File: src/design/tpg_pkg.sv
`timescale 1ns / 1ps

package tpg_pkg;

   localparam logic OP_TICK  = 1'b0;
   localparam logic OP_SPEED = 1'b1;

   localparam logic [15:0] SPEED_CORR_MIN = 16'd1000;
   localparam logic [15:0] SPEED_STOP_MIN = 16'd400;
   localparam logic [17:0] SPEED_CORR_DIV = 18'd144000;

   // 144000 = 128 * 1125: drop 7 bits, then multiply by ceil(2^36 / 1125)
   // and keep bits [50:36]; exact for every 25-bit dividend
   localparam logic [25:0] CORR_RECIP = 26'd61083980;

   localparam int DIV_STEPS = 32;
   localparam int DIV_CNT_W = $clog2(DIV_STEPS);

   localparam logic [5:0] DIVIDE_RESET = 6'd1;
   localparam logic [7:0] TOP_MAX      = 8'd255;

   typedef enum logic [7:0] {
      ST_IDLE   = 8'b0000_0001,
      ST_SQUARE = 8'b0000_0010,
      ST_CORR   = 8'b0000_0100,
      ST_ADJUST = 8'b0000_1000,
      ST_BAND   = 8'b0001_0000,
      ST_QUOT   = 8'b0010_0000,
      ST_STORE  = 8'b0100_0000,
      ST_FINISH = 8'b1000_0000
   } state_type;

   typedef struct packed {
      logic [5:0]  divisor;
      logic [20:0] numer;
   } band_type;

   function automatic band_type band_lookup(input logic [15:0] speed);
      band_type b;
      priority if (speed >= 16'd4900) begin
         b.divisor = 6'd3;  b.numer = 21'd1250000;
      end else if (speed >= 16'd3700) begin
         b.divisor = 6'd4;  b.numer = 21'd937500;
      end else if (speed >= 16'd2500) begin
         b.divisor = 6'd6;  b.numer = 21'd625000;
      end else if (speed >= 16'd1850) begin
         b.divisor = 6'd8;  b.numer = 21'd468750;
      end else if (speed >= 16'd1250) begin
         b.divisor = 6'd12; b.numer = 21'd312500;
      end else if (speed >= 16'd950) begin
         b.divisor = 6'd16; b.numer = 21'd234375;
      end else if (speed >= 16'd600) begin
         b.divisor = 6'd24; b.numer = 21'd156250;
      end else begin
         b.divisor = 6'd32; b.numer = 21'd117187;
      end
      return b;
   endfunction

endpackage

File: src/design/tacho_pulse_generator_unit.sv
`timescale 1ns / 1ps
// Tachometer pulse generator.
// Input stream (req_): one word per item. req_tuser selects the kind:
//   0 = one prescaled timer tick, 1 = set speed with req_tdata as rpm.
// Result stream (rsp_): one word per input word, carrying the output pin
//   level, the running flag, the compare top and the matches per toggle.
// A tick word's result is registered in the cycle after the word is taken. A
//   set-speed word runs a small sequencer: above 1000 rpm one shared multiplier
//   squares the speed and then scales it by a reciprocal for the correction,
//   and a 32-step restoring divider finds the band quotient. At or below
//   1000 rpm the correction is skipped. Under 400 rpm (stop) the divider is
//   skipped too and the sequencer goes straight to its finish state.
// Throughput: one word at a time; ticks can run every cycle while the
//   result side keeps up.
// The result register frees the input side: a new word is taken while the
//   previous result waits, as long as that result is taken in the same cycle
//   or the register is empty. If rsp_tready stays low, the result holds and
//   req_tready drops until it is taken.
// Reset (synchronous, active high) stops the timer, drives the pin low,
//   clears the counters and the compare top and sets the divide to one.
module tacho_pulse_generator_unit
   import tpg_pkg::*;
(
   input  logic        clock,
   input  logic        reset,
   input  logic        req_tvalid,
   output logic        req_tready,
   input  logic [15:0] req_tdata,   // [15:0] rpm
   input  logic        req_tuser,   // [0] op
   output logic        rsp_tvalid,
   input  logic        rsp_tready,
   output logic [15:0] rsp_tdata    // [0] tacho_level, [1] running,
                                    // [9:2] compare_top, [15:10] pulse_divide
);

   state_type state_ff, state_in;

   logic [7:0]  tick_count_ff, tick_count_in;
   logic [5:0]  match_count_ff, match_count_in;
   logic [7:0]  top_value_ff, top_value_in;
   logic [5:0]  divide_limit_ff, divide_limit_in;
   logic        timer_on_ff, timer_on_in;
   logic        pin_level_ff, pin_level_in;

   logic [15:0] speed_ff, speed_in;
   logic [5:0]  band_div_ff, band_div_in;

   // shared divider
   logic [31:0] div_q_ff, div_q_in;
   logic [17:0] div_r_ff, div_r_in;
   logic [17:0] div_d_ff, div_d_in;
   logic [DIV_CNT_W-1:0] div_cnt_ff, div_cnt_in;

   logic        rsp_valid_ff, rsp_valid_in;
   logic [15:0] rsp_data_ff, rsp_data_in;

   logic [18:0] div_shift;
   logic        div_ge;
   logic [17:0] div_rem_next;
   logic        div_last;

   // shared multiplier
   logic [24:0] mul_a;
   logic [25:0] mul_b;
   logic [50:0] mul_p;

   logic        out_free;
   logic [7:0]  tick_next;
   logic [5:0]  match_inc;
   logic [7:0]  tick_new;
   logic [5:0]  match_new;
   logic        pin_new;
   band_type    band;
   logic [31:0] quot_m1;

   assign out_free   = !rsp_valid_ff || rsp_tready;
   assign req_tready = (state_ff == ST_IDLE) && out_free;
   assign rsp_tvalid = rsp_valid_ff;
   assign rsp_tdata  = rsp_data_ff;

   // one restoring step
   assign div_shift    = {1'b0, div_r_ff} << 1 | {18'd0, div_q_ff[31]};
   assign div_ge       = div_shift >= {1'b0, div_d_ff};
   assign div_rem_next = div_ge ? 18'(div_shift - {1'b0, div_d_ff}) : div_shift[17:0];
   assign div_last     = div_cnt_ff == DIV_CNT_W'(DIV_STEPS - 1);

   // square of the speed, then square/128 times the reciprocal of 1125
   assign mul_a = (state_ff == ST_SQUARE) ? {9'd0, speed_ff} : div_q_ff[31:7];
   assign mul_b = (state_ff == ST_SQUARE) ? {10'd0, speed_ff} : CORR_RECIP;
   assign mul_p = {26'd0, mul_a} * {25'd0, mul_b};

   assign band    = band_lookup(speed_ff);
   assign quot_m1 = (div_q_ff == 32'd0) ? 32'd0 : div_q_ff - 32'd1;

   // timer tick
   always_comb begin
      tick_new  = tick_count_ff;
      match_new = match_count_ff;
      pin_new   = pin_level_ff;
      tick_next = (tick_count_ff == top_value_ff) ? 8'd0 : tick_count_ff + 8'd1;
      match_inc = match_count_ff + 6'd1;
      if (timer_on_ff) begin
         tick_new = tick_next;
         if (tick_next == top_value_ff) begin
            match_new = match_inc;
            if (match_inc >= divide_limit_ff) begin
               pin_new   = !pin_level_ff;
               match_new = 6'd0;
            end
         end
      end
   end

   always_comb begin
      state_in        = state_ff;
      tick_count_in   = tick_count_ff;
      match_count_in  = match_count_ff;
      top_value_in    = top_value_ff;
      divide_limit_in = divide_limit_ff;
      timer_on_in     = timer_on_ff;
      pin_level_in    = pin_level_ff;
      speed_in        = speed_ff;
      band_div_in     = band_div_ff;
      div_q_in        = div_q_ff;
      div_r_in        = div_r_ff;
      div_d_in        = div_d_ff;
      div_cnt_in      = div_cnt_ff;
      rsp_valid_in    = rsp_valid_ff && !rsp_tready;
      rsp_data_in     = rsp_data_ff;

      unique case (state_ff)
         ST_IDLE: begin
            if (req_tvalid && req_tready) begin
               if (req_tuser == OP_SPEED) begin
                  speed_in = req_tdata;
                  state_in = (req_tdata > SPEED_CORR_MIN) ? ST_SQUARE : ST_BAND;
               end else begin
                  tick_count_in  = tick_new;
                  match_count_in = match_new;
                  pin_level_in   = pin_new;
                  rsp_valid_in   = 1'b1;
                  rsp_data_in    = {divide_limit_ff, top_value_ff, timer_on_ff, pin_new};
               end
            end
         end
         ST_SQUARE: begin
            div_q_in = mul_p[31:0];
            state_in = ST_CORR;
         end
         ST_CORR: begin
            div_q_in = {17'd0, mul_p[50:36]};
            state_in = ST_ADJUST;
         end
         ST_ADJUST: begin
            // correction is always below the speed in range; kept as a guard
            if ({16'd0, speed_ff} > div_q_ff) begin
               speed_in = speed_ff - div_q_ff[15:0];
            end
            state_in = ST_BAND;
         end
         ST_BAND: begin
            if (speed_ff < SPEED_STOP_MIN) begin
               timer_on_in  = 1'b0;
               pin_level_in = 1'b0;
               state_in     = ST_FINISH;
            end else begin
               div_q_in    = {11'd0, band.numer};
               div_r_in    = 18'd0;
               div_d_in    = {2'd0, speed_ff};
               div_cnt_in  = '0;
               band_div_in = band.divisor;
               state_in    = ST_QUOT;
            end
         end
         ST_QUOT: begin
            div_q_in   = {div_q_ff[30:0], div_ge};
            div_r_in   = div_rem_next;
            div_cnt_in = div_cnt_ff + DIV_CNT_W'(1);
            if (div_last) begin
               state_in = ST_STORE;
            end
         end
         ST_STORE: begin
            top_value_in    = (quot_m1 > {24'd0, TOP_MAX}) ? TOP_MAX : quot_m1[7:0];
            divide_limit_in = band_div_ff;
            timer_on_in     = 1'b1;
            state_in        = ST_FINISH;
         end
         ST_FINISH: begin
            if (out_free) begin
               rsp_valid_in = 1'b1;
               rsp_data_in  = {divide_limit_ff, top_value_ff, timer_on_ff, pin_level_ff};
               state_in     = ST_IDLE;
            end
         end
         default: begin
            state_in = ST_IDLE;
         end
      endcase
   end

   always_ff @(posedge clock) begin
      if (reset) begin
         state_ff        <= ST_IDLE;
         tick_count_ff   <= 8'd0;
         match_count_ff  <= 6'd0;
         top_value_ff    <= 8'd0;
         divide_limit_ff <= DIVIDE_RESET;
         timer_on_ff     <= 1'b0;
         pin_level_ff    <= 1'b0;
         div_cnt_ff      <= '0;
         rsp_valid_ff    <= 1'b0;
      end else begin
         state_ff        <= state_in;
         tick_count_ff   <= tick_count_in;
         match_count_ff  <= match_count_in;
         top_value_ff    <= top_value_in;
         divide_limit_ff <= divide_limit_in;
         timer_on_ff     <= timer_on_in;
         pin_level_ff    <= pin_level_in;
         div_cnt_ff      <= div_cnt_in;
         rsp_valid_ff    <= rsp_valid_in;
      end
   end

   always_ff @(posedge clock) begin
      speed_ff    <= speed_in;
      band_div_ff <= band_div_in;
      div_q_ff    <= div_q_in;
      div_r_ff    <= div_r_in;
      div_d_ff    <= div_d_in;
      rsp_data_ff <= rsp_data_in;
   end

endmodule

File: config.mk
export PLATFORM = sky130hd
export DESIGN_NAME = tacho_pulse_generator_unit
export DESIGN_NICKNAME = d
export VERILOG_FILES = /design/src/design/tpg_pkg.sv /design/src/design/tacho_pulse_generator_unit.sv
export SDC_FILE = /design/constraint.sdc
export NUM_CORES = 1
export LEC_CHECK = 0
export BUFFER_PORTS_ARGS = -buffer_cell sky130_fd_sc_hd__buf_2
export CAP_MARGIN = 30
export CORE_ASPECT_RATIO = 1.5
export CORE_MARGIN = 1.5
export CORE_UTILIZATION = 60
export DETAILED_ROUTE_END_ITERATION = 10
export HOLD_SLACK_MARGIN = 0.03
export PLACE_DENSITY = 0.76
export SLEW_MARGIN = 30
export SYNTH_ARGS = -nofsm -noshare
export SYNTH_HDL_FRONTEND = slang
export SYNTH_SLANG_ARGS = --single-unit
File: constraint.sdc
create_clock -name clock -period 20.2 [get_ports clock]
set_input_delay 2.02 -clock clock [delete_from_list [all_inputs] [get_ports clock]]
set_output_delay 2.02 -clock clock [all_outputs]
set_load 0.005 [all_outputs]
==> results.md, run 1 <==
- Sequential share of the synthesized area: 0.1502
- Final-stage net count: 3739
- First-pass GRT wire length: 119400 um
- Vias/cell: 5.895
- Post-Syn Area: 0.02666 sq mm
- Initial DRC count: 1502
- Share of cells above drive strength 1: 0.04933
- DR DRC count: 0
- Layout area overhead: 6.546%
- Die Area: 0.04574 sq mm
- Tot GR Track Use: 0.3462
- Die height: 261.2 um
- Clk slew on worst S/H paths: 0.07 ns
- CTS H-tree depth: 4
- Top-Level Pins: 39
- Diode count: 0
- Post-CTS Resized: 0
- Vias in the first global route: 22.70k
- Critical R2R Launch: state_ff[4]
- Crit-path slowest cell: buf_4
- Nature of the critical path endpoint: register
- GRT overflow: 0
- EDFF count, synth: 104
- Starting Density: 0.6078
- Startpoint type of the worst setup path: register
- Status: completed
- Clock Path Buffers: 2
- Most frequent CP cell: fa_1
- Total wire length: 76250 um
- Tcrit/Tclk final: 0.4698
- Hold Path Class: register to register
- Yosys cell types: 89
- Register bit total from synthesis: 148
- Reg-to-reg slack, setup: 10.71 ns
- Placed cells: 3544
- Sink Count: 148
- Ys async rst share: 0
- Reg-to-reg endpoint: div_q_ff[11]
- Most frequent cells in the layout: inv_1, fa_1, ha_1
- Routability cong.: 0.9487
- Pre-antenna DRT Iters: 7
- Worst hold start: speed_ff[8]
- Max Freq: 105.4 MHz
- Gate Count Post-Synth: 2902
- Layout Cells excl Fill: 3576
- Hold WS: 0.4489 ns
- IO Port Bufs: 38
- MaxCap Viol Count: 0
- Most common cell after layout, fill and taps aside: inv_1
- Fin crit period: 9.490 ns
- Relative slew slack: 0.2864
- Synth Warn #: 0
- Worst Hold End: div_d_ff[8]
- Top_reg_cell synth: edfxtp_1
- Clk_lat worst skew: 0.45 ns
- Post-route setup slack: 10.71 ns
- Total CTS buffers: 17
- Die width: 175.1 um
- CP Buf/Inv Count: 5
- Initial antenna violation count: 1
- Slew @ Worst Pin: 1.061 ns
- CTS tree: done
- Rows: 94
- Setup CP Type: register to register
- Worst slack, placed: 10.85 ns
- Post-CTS Setup Inserts: 0
- Hold Path Cell Cnt: 0
- Avg Synthesized Cell Area: 9.187 sq um
- Hold_buf cts: 0
- Final Setup Violations: 0
- FF-to-FF path depth: 28
- Final setup TNS: 0 ns
- Dpl hpwl: 61550 um
- Crit path max-delay family: adder cells
- Core box area: 0.04387 sq mm
- Post-DR wirelength/cell: 21.32 um
- CP max FO: 98
- Data required time of the worst path: 20.37 ns
- Final Slew Violations: 0
- Worst EP arrival: 9.66 ns
- Final Skew: 0.01676 ns
- CTS Root Cell: clkbuf_16
- Final hold vios: 0
- DRT antenna net count: 0
- Unrepaired setup endpoints after global routing: no
- DR vias: 21.08k
- Largest net degree at the start of global routing: 99
- Largest stage delay on the critical path: 0.69 ns
cells in the mapped netlist (all sizes together), types with 13 or more instances:
| master | count | share of area |
|---|---|---|
| mux2i | 24 | 0.0090 |
| a21oi | 112 | 0.021 |
| nor2b | 13 | 0.0031 |
| o21ai | 107 | 0.020 |
| and3 | 106 | 0.025 |
| or2 | 28 | 0.0066 |
| dfxtp | 44 | 0.033 |
| nand3 | 46 | 0.0086 |
| nor3 | 32 | 0.0066 |
| ha | 299 | 0.14 |
| xnor2 | 47 | 0.015 |
| nand4 | 27 | 0.0071 |
| nand2 | 226 | 0.032 |
| nand2b | 19 | 0.0045 |
| inv | 658 | 0.093 |
| a21o | 40 | 0.011 |
| and2 | 28 | 0.0066 |
| xor2 | 40 | 0.013 |
| nor2 | 148 | 0.021 |
| clkbuf | 90 | 0.013 |
| nand3b | 15 | 0.0042 |
| a211oi | 14 | 0.0039 |
| edfxtp | 104 | 0.12 |
| fa | 432 | 0.32 |
| o21bai | 16 | 0.0045 |
final cells by class:
cell class / instances / area [sq um]
timing repair buffer: 66 / 400.4
fill: 3627 / 15460
inverter: 659 / 2474
sequential: 148 / 4004
clock buffer: 23 / 531.8
tap: 576 / 720.7
clock inverter: 9 / 72.57
multi-input combinational: 2095 / 20200
stage by stage:
stage                     area [sq um]  utilization
after floorplan                  27030            -
after global placement           27800       0.6336
after detailed placement         27800       0.6336
after CTS                        28400       0.6474
after global routing             28410       0.6475
final                            28410       0.6475
layer usage:
layer | vias to the layer above | global-route usage | share of wire
met2 | 901 | 0.6219 | 0.51
met3 | 372 | 0.04834 | 0.061
met5 | - | 0 | 0.00021
met1 | 10373 | 0.3554 | 0.33
met4 | 2 | 0.2956 | 0.099
li1 | 9433 | - | -
flip-flops by register name, indices dropped and copies added, names as in the netlist:
signal / count
rsp_tvalid: 1
timer_on_ff: 1
match_count_ff: 6
rsp_tdata: 16
divide_limit_ff: 6
div_q_ff: 32
tick_count_ff: 8
div_cnt_ff: 5
band_div_ff: 6
pin_level_ff: 1
div_r_ff: 18
div_d_ff: 16
state_ff: 8
top_value_ff: 8
speed_ff: 16
kinds of logic after synthesis:
logic type	count (synthesis)	synth area share
fa+ha+maj	731	0.4647
mux	26	0.009855
buf+inv	757	0.1070
compound gates	409	0.09785
simple gates	740	0.1398
other cells	2	0.0002817
flops	148	0.1502
xor+xnor	89	0.03032
how the worst max path moves through the flow:
| stage | start | to | slack, ns | cells past startpoint |
|---|---|---|---|---|
| global route | state_ff[4] | div_q_ff[11] | 10.20 | 28 |
| finish | state_ff[4] | div_q_ff[11] | 10.71 | 28 |
| global placement | state_ff[4] | div_q_ff[11] | 10.97 | 29 |
| CTS | state_ff[4] | div_q_ff[11] | 10.81 | 30 |
| floorplan | state_ff[3] | div_q_ff[11] | 11.96 | 27 |
| detailed placement | state_ff[4] | div_q_ff[11] | 10.85 | 30 |
Power of run 1 is left out: the tool's default activity adds up to more than one toggle a clock period on the data nets, which glitch-free logic cannot reach.
==> run 2: changes to the inputs <==
Clock period 20.2 ns to 9.7 ns, I/O delays scaled along.
==> run 2 against run 1 <==
  * Register-to-register slack worse by 10 ns
  * Setup slack worse by 10 ns
  * Critical path depth up 1
  * Fmax up 4.9%
  * Clock skew down 0.0022 ns
  * Global-route usage up 0.48 points
  * Core utilization up 0.11 points
==> results.md, run 2 (synthesis results as in run 1) <==
- DR vias: 20.72k (-1.7%)
- Core box area: 0.04387 sq mm (unchanged)
- Clk_lat worst skew: 0.45 ns (about the same)
- Slew @ Worst Pin: 0.9985 ns (-0.06212 ns)
- GRT overflow: 0 (unchanged)
- Largest registers: div_q_ff x32, div_r_ff x18
- Fin crit period: 9.048 ns (-0.4426 ns)
- Share of cells above drive strength 1: 0.05316 (+0.003823)
- Layout area overhead: 6.720%
- Data required time of the worst path: 9.88 ns (-10.49 ns)
- Final Skew: 0.01451 ns (-0.002245 ns)
- Total CTS buffers: 17 (unchanged)
- Initial DRC count: 1408 (-6.3%)
- Die width: 175.1 um (unchanged)
- FILL cells: 3634 (+0.19%)
- Starting Density: 0.6078 (unchanged)
- Most common cell after layout, fill and taps aside: inv_1
- Most frequent cells in the layout: inv_1, fa_1, ha_1
- First-pass GRT wire length: 121200 um (+1.6%)
- Max Freq: 110.5 MHz (+4.9%)
- Clock Path Buffers: 2 (unchanged)
- Vias in the first global route: 22.73k (+0.13%)
- CTS Root Cell: clkbuf_16
- Dpl hpwl: 62360 um (+1.3%)
- Unrepaired setup endpoints after global routing: no
- Hold_buf cts: 0 (unchanged)
- Tot GR Track Use: 0.3510 (+0.004841)
- Hold Path Class: register to register
- Vias/cell: 5.778 (-2.0%)
- Sink Count: 148 (unchanged)
- Max FFs per register: 32 (unchanged)
- Top reg by flops: div_q_ff
- Relative slew slack: 0.3344 (+0.04793)
- Largest net degree at the start of global routing: 69 (-30%)
- Final hold vios: 0 (unchanged)
- Setup CP Type: register to register
- Diode count: 0 (unchanged)
- Top-Level Pins: 39 (unchanged)
- Most frequent CP cell: fa_1
- Final-stage net count: 3749 (+0.27%)
- Final Slew Violations: 0 (unchanged)
- DR DRC count: 0 (unchanged)
- MaxCap Viol Count: 0 (unchanged)
- Die Area: 0.04574 sq mm (unchanged)
- Initial antenna violation count: 1 (unchanged)
- CTS tree: done
- Crit-path slowest cell: or4_1
- Hold WS: 0.4772 ns (+0.02829 ns)
- Final setup TNS: 0 ns (unchanged)
- Nature of the critical path endpoint: register
- Post-CTS Resized: 0 (unchanged)
- Post-DR wirelength/cell: 21.19 um (-0.62%)
- Post-CTS Setup Inserts: 0 (unchanged)
- Register area: 0.004004 sq mm (unchanged)
- Largest stage delay on the critical path: 0.58 ns (-0.11 ns)
- Die height: 261.2 um (unchanged)
- DRT antenna net count: 0 (unchanged)
- Tcrit/Tclk final: 0.9328 (+0.4629)
- Routability cong.: 0.9813 (+3.4%)
- Startpoint type of the worst setup path: register
- Total wire length: 75990 um (-0.34%)
- CP max FO: 34 (-65%)
- IO Port Bufs: 38 (unchanged)
- Pre-antenna DRT Iters: 6 (-1)
- Rows: 94 (unchanged)
- Clk slew on worst S/H paths: 0.07 ns (about the same)
- Status: completed
- Final Setup Violations: 0 (unchanged)
- CTS H-tree depth: 4 (unchanged)
- Multi-input gate area: 0.02021 sq mm (about the same)
- Worst EP arrival: 9.22 ns (-0.44 ns)
## run 2: cell types whose count changed in the layout (fill, tap and decap cells not counted), sizes merged
cell,previous run,this run
buf,66,76
clkbuf,23,18
clkinv,4,8
inv,664,665
## run 2: final cells by class
type | count | share of cell area
Inverter | 659 | 0.08694
Clock buffer | 18 | 0.01543
Timing Repair Buffer | 76 | 0.01715
Sequential cell | 148 | 0.1407
Tap cell | 576 | 0.02533
Multi-Input combinational cell | 2095 | 0.7103
Clock inverter | 14 | 0.004134
## run 2: final timing paths
check                     startpoint            end  slack (ns)  depth (start not counted)
setup / recovery         state_ff[4]   div_q_ff[11]        0.65                         29
hold / removal    divide_limit_ff[5]  rsp_tdata[15]        0.48                          0
setup reg to reg         state_ff[4]   div_q_ff[11]        0.65                         29
hold reg to reg   divide_limit_ff[5]  rsp_tdata[15]        0.48                          0
## run 2: worst max-delay path: cells and delay by family (launching register included)
| family | cells | cell delay (ns) |
|---|---|---|
| adders and majority gates | 8 | 3.98 |
| and+or+nand+nor | 6 | 1.84 |
| xor gates and xnor gates | 1 | 0.14 |
| DFF | 1 | 0.37 |
| buffers and inverters | 6 | 0.85 |
| AOI/OAI and AO/OA | 8 | 1.59 |
## run 2: metal layers
metal | up-vias | share of wire | GRT usage
li1 | 9424 | - | -
met1 | 10166 | 0.35 | 0.3784
met2 | 810 | 0.50 | 0.6184
met4 | 0 | 0.096 | 0.2847
met5 | - | 0 | 0
met3 | 319 | 0.059 | 0.04733
## run 2: stage by stage
stage / util / std cells / instance area, sq um / setup WS (ns)
after CTS: 0.6485 / 3586 / 28450 / 0.7597
after floorplan: - / 3000 / 27030 / 1.460
after global routing: 0.6486 / 3586 / 28450 / 0.1574
final: 0.6486 / 3586 / 28450 / 0.6521
after global placement: 0.6356 / 3554 / 27880 / 0.8757
after detailed placement: 0.6358 / 3554 / 27890 / 0.8032
Power of run 2 is left out for the same reason.
==> run 3: changes to the inputs <==
Settings changed: PLACE_DENSITY 0.76 to 0.86.
==> run 3 against run 2 <==
  * First-iteration DRC count up 21%
  * Sequential share of layout area down 0.063 points
  * Final cell count up 0.28%
  * Clock-buffer cell count down 1
  * Fmax down 2.8%
  * Setup slack worse by 0.26 ns
  * Wire length up 8.5%
  * Highest routed layer unchanged
==> results.md, run 3 (synthesis results as in run 1) <==
- Post-DR wirelength/cell: 22.92 um (+8.2%)
- IO Port Bufs: 38 (unchanged)
- Vias in the first global route: 23.43k (+3.1%)
- Hold Path Class: register to register
- Slew @ Worst Pin: 0.9832 ns (-0.01525 ns)
- MaxCap Viol Count: 0 (unchanged)
- Final hold vios: 0 (unchanged)
- Most frequent cells in the layout: inv_1, fa_1, ha_1
- Worst slack, placed: 0.6859 ns (-0.1173 ns)
- Startpoint type of the worst setup path: register
- Largest stage delay on the critical path: 0.81 ns (+0.23 ns)
- Hold_buf cts: 0 (unchanged)
- Hold WS: 0.4706 ns (-0.006555 ns)
- Starting Density: 0.6078 (unchanged)
- CTS tree: done
- Layout area overhead: 7.199%
- Critical R2R Launch: state_ff[4]
- DP Area: 0.02796 sq mm (+0.24%)
- Clk slew on worst S/H paths: 0.08 ns (about the same)
- DRT antenna net count: 0 (unchanged)
- CP max FO: 72 (+110%)
- Unrepaired setup endpoints after global routing: no
- Share of cells above drive strength 1: 0.05567 (+0.002510)
- Clock Path Buffers: 2 (unchanged)
- Crit-path slowest cell: fa_1
- Worst EP arrival: 9.49 ns (+0.27 ns)
- Nature of the critical path endpoint: register
- Max FFs per register: 32 (unchanged)
- CTS H-tree depth: 4 (unchanged)
- Largest net degree at the start of global routing: 73 (+5.8%)
- FILL cells: 3524 (-3.0%)
- Reg-to-reg endpoint: div_q_ff[11]
- Die Area: 0.04574 sq mm (unchanged)
- Max Freq: 107.4 MHz (-2.8%)
- Hold Path Cell Cnt: 0 (unchanged)
- Dpl hpwl: 65800 um (+5.5%)
- Tcrit/Tclk final: 0.9600 (+0.02724)
- Rows: 94 (unchanged)
- Final Slew Violations: 0 (unchanged)
- Data required time of the worst path: 9.88 ns (about the same)
- Fin crit period: 9.312 ns (+0.2642 ns)
- Initial DRC count: 1705 (+21%)
- Sink Count: 148 (unchanged)
- Die height: 261.2 um (unchanged)
- Final-stage net count: 3757 (+0.21%)
- Vias/cell: 6.019 (+4.2%)
- Final Setup Violations: 0 (unchanged)
- Total wire length: 82420 um (+8.5%)
- Final setup TNS: 0 ns (unchanged)
- Clk_lat worst skew: 0.49 ns (+0.04 ns)
- Largest registers: div_q_ff x32, div_r_ff x18
- CTS Root Cell: clkbuf_16
- Top-Level Pins: 39 (unchanged)
- Setup CP Type: register to register
- Post-route setup slack: 0.3879 ns (-0.2642 ns)
- Initial antenna violation count: 1 (unchanged)
- Worst Hold End: rsp_tdata[10]
- Reg-to-reg slack, setup: 0.39 ns (-0.26 ns)
- Total CTS buffers: 17 (unchanged)
- Status: completed
- CP startpoint: state_ff[4]
- Pre-antenna DRT Iters: 6 (unchanged)
- FF-to-FF path depth: 27 (-6.9%)
- Tot GR Track Use: 0.3775 (+0.02642)
- DR DRC count: 0 (unchanged)
- Most common cell after layout, fill and taps aside: inv_1
- Routability cong.: 1.025 (+4.5%)
- Final Skew: 0.04442 ns (+0.02991 ns)
- Final instance area: 0.02858 sq mm (+0.45%)
- Die width: 175.1 um (unchanged)
- Relative slew slack: 0.3445 (+0.01016)
- GRT overflow: 0 (unchanged)
- DR vias: 21.65k (+4.5%)
- Core box area: 0.04387 sq mm (unchanged)
- First-pass GRT wire length: 128100 um (+5.7%)
- Top reg by flops: div_q_ff
- Worst hold start: divide_limit_ff[0]
- Most frequent CP cell: fa_1
run 3: cell types whose count changed in the layout (fill, tap and decap cells not counted), moves of 3 or more:
| cell | change |
|---|---|
| inv_6 | -3 |
| clkinv_8 | +4 |
| buf_4 | +7 |
| inv_8 | +3 |
run 3: final cells by class:
type                    count  area (sq um)  share of cell area
inverters                 659          2474             0.08655
multi-input cells        2095         20220              0.7074
diodes                      2         5.005           0.0001751
clock buffers              17         425.4             0.01488
well taps                 576         720.7             0.02522
repair buffers             84         551.8             0.01931
flip-flops and latches    148          4004              0.1401
clock inverters            15         181.4            0.006348
run 3: what timing repair did:
action,4_1_cts,5_1_grt
gates resized for setup,0,1
buffers inserted,0,0
endpoints found under the hold margin,0,0
setup endpoints to repair,0,1
run 3: worst max path at each step:
stage | to | slack [ns] | cells past startpoint
after detailed placement | div_q_ff[11] | 0.69 | 26
final | div_q_ff[11] | 0.39 | 27
after global placement | div_q_ff[11] | 0.91 | 27
after global routing | div_q_ff[11] | 0.1 | 27
after floorplan | div_q_ff[11] | 1.46 | 27
after CTS | div_q_ff[11] | 0.65 | 26
run 3: routing by layer:
layer  GRT usage  share of wire  up-vias  wire [um]
met2      0.6493           0.49     1168      40490
li1            -              -     9457          -
met3     0.09190          0.088      485       7247
met5           0              0        -          0
met4      0.3390           0.11        0       8777
met1      0.3799           0.31    10535      25910
run 3: stage by stage:
| stage | cells | util |
|---|---|---|
| 3_3_place_gp | 3562 | 0.6370 |
| 6_report | 3596 | 0.6515 |
| 5_1_grt | 3594 | 0.6514 |
| 4_1_cts | 3594 | 0.6511 |
| 3_5_place_dp | 3562 | 0.6373 |
| 2_1_floorplan | 3000 | - |
run 3: worst max-delay path: cells and delay by family, from the launching register on:
kind | cells | cell delay (ns)
xor gates and xnor gates | 1 | 0.17
DFF | 1 | 0.38
adders and majority gates | 8 | 4.16
buffers and inverters | 4 | 0.47
and+or+nand+nor | 6 | 1.95
AOI/OAI and AO/OA | 8 | 1.86
Power of run 3 is left out for the same reason.
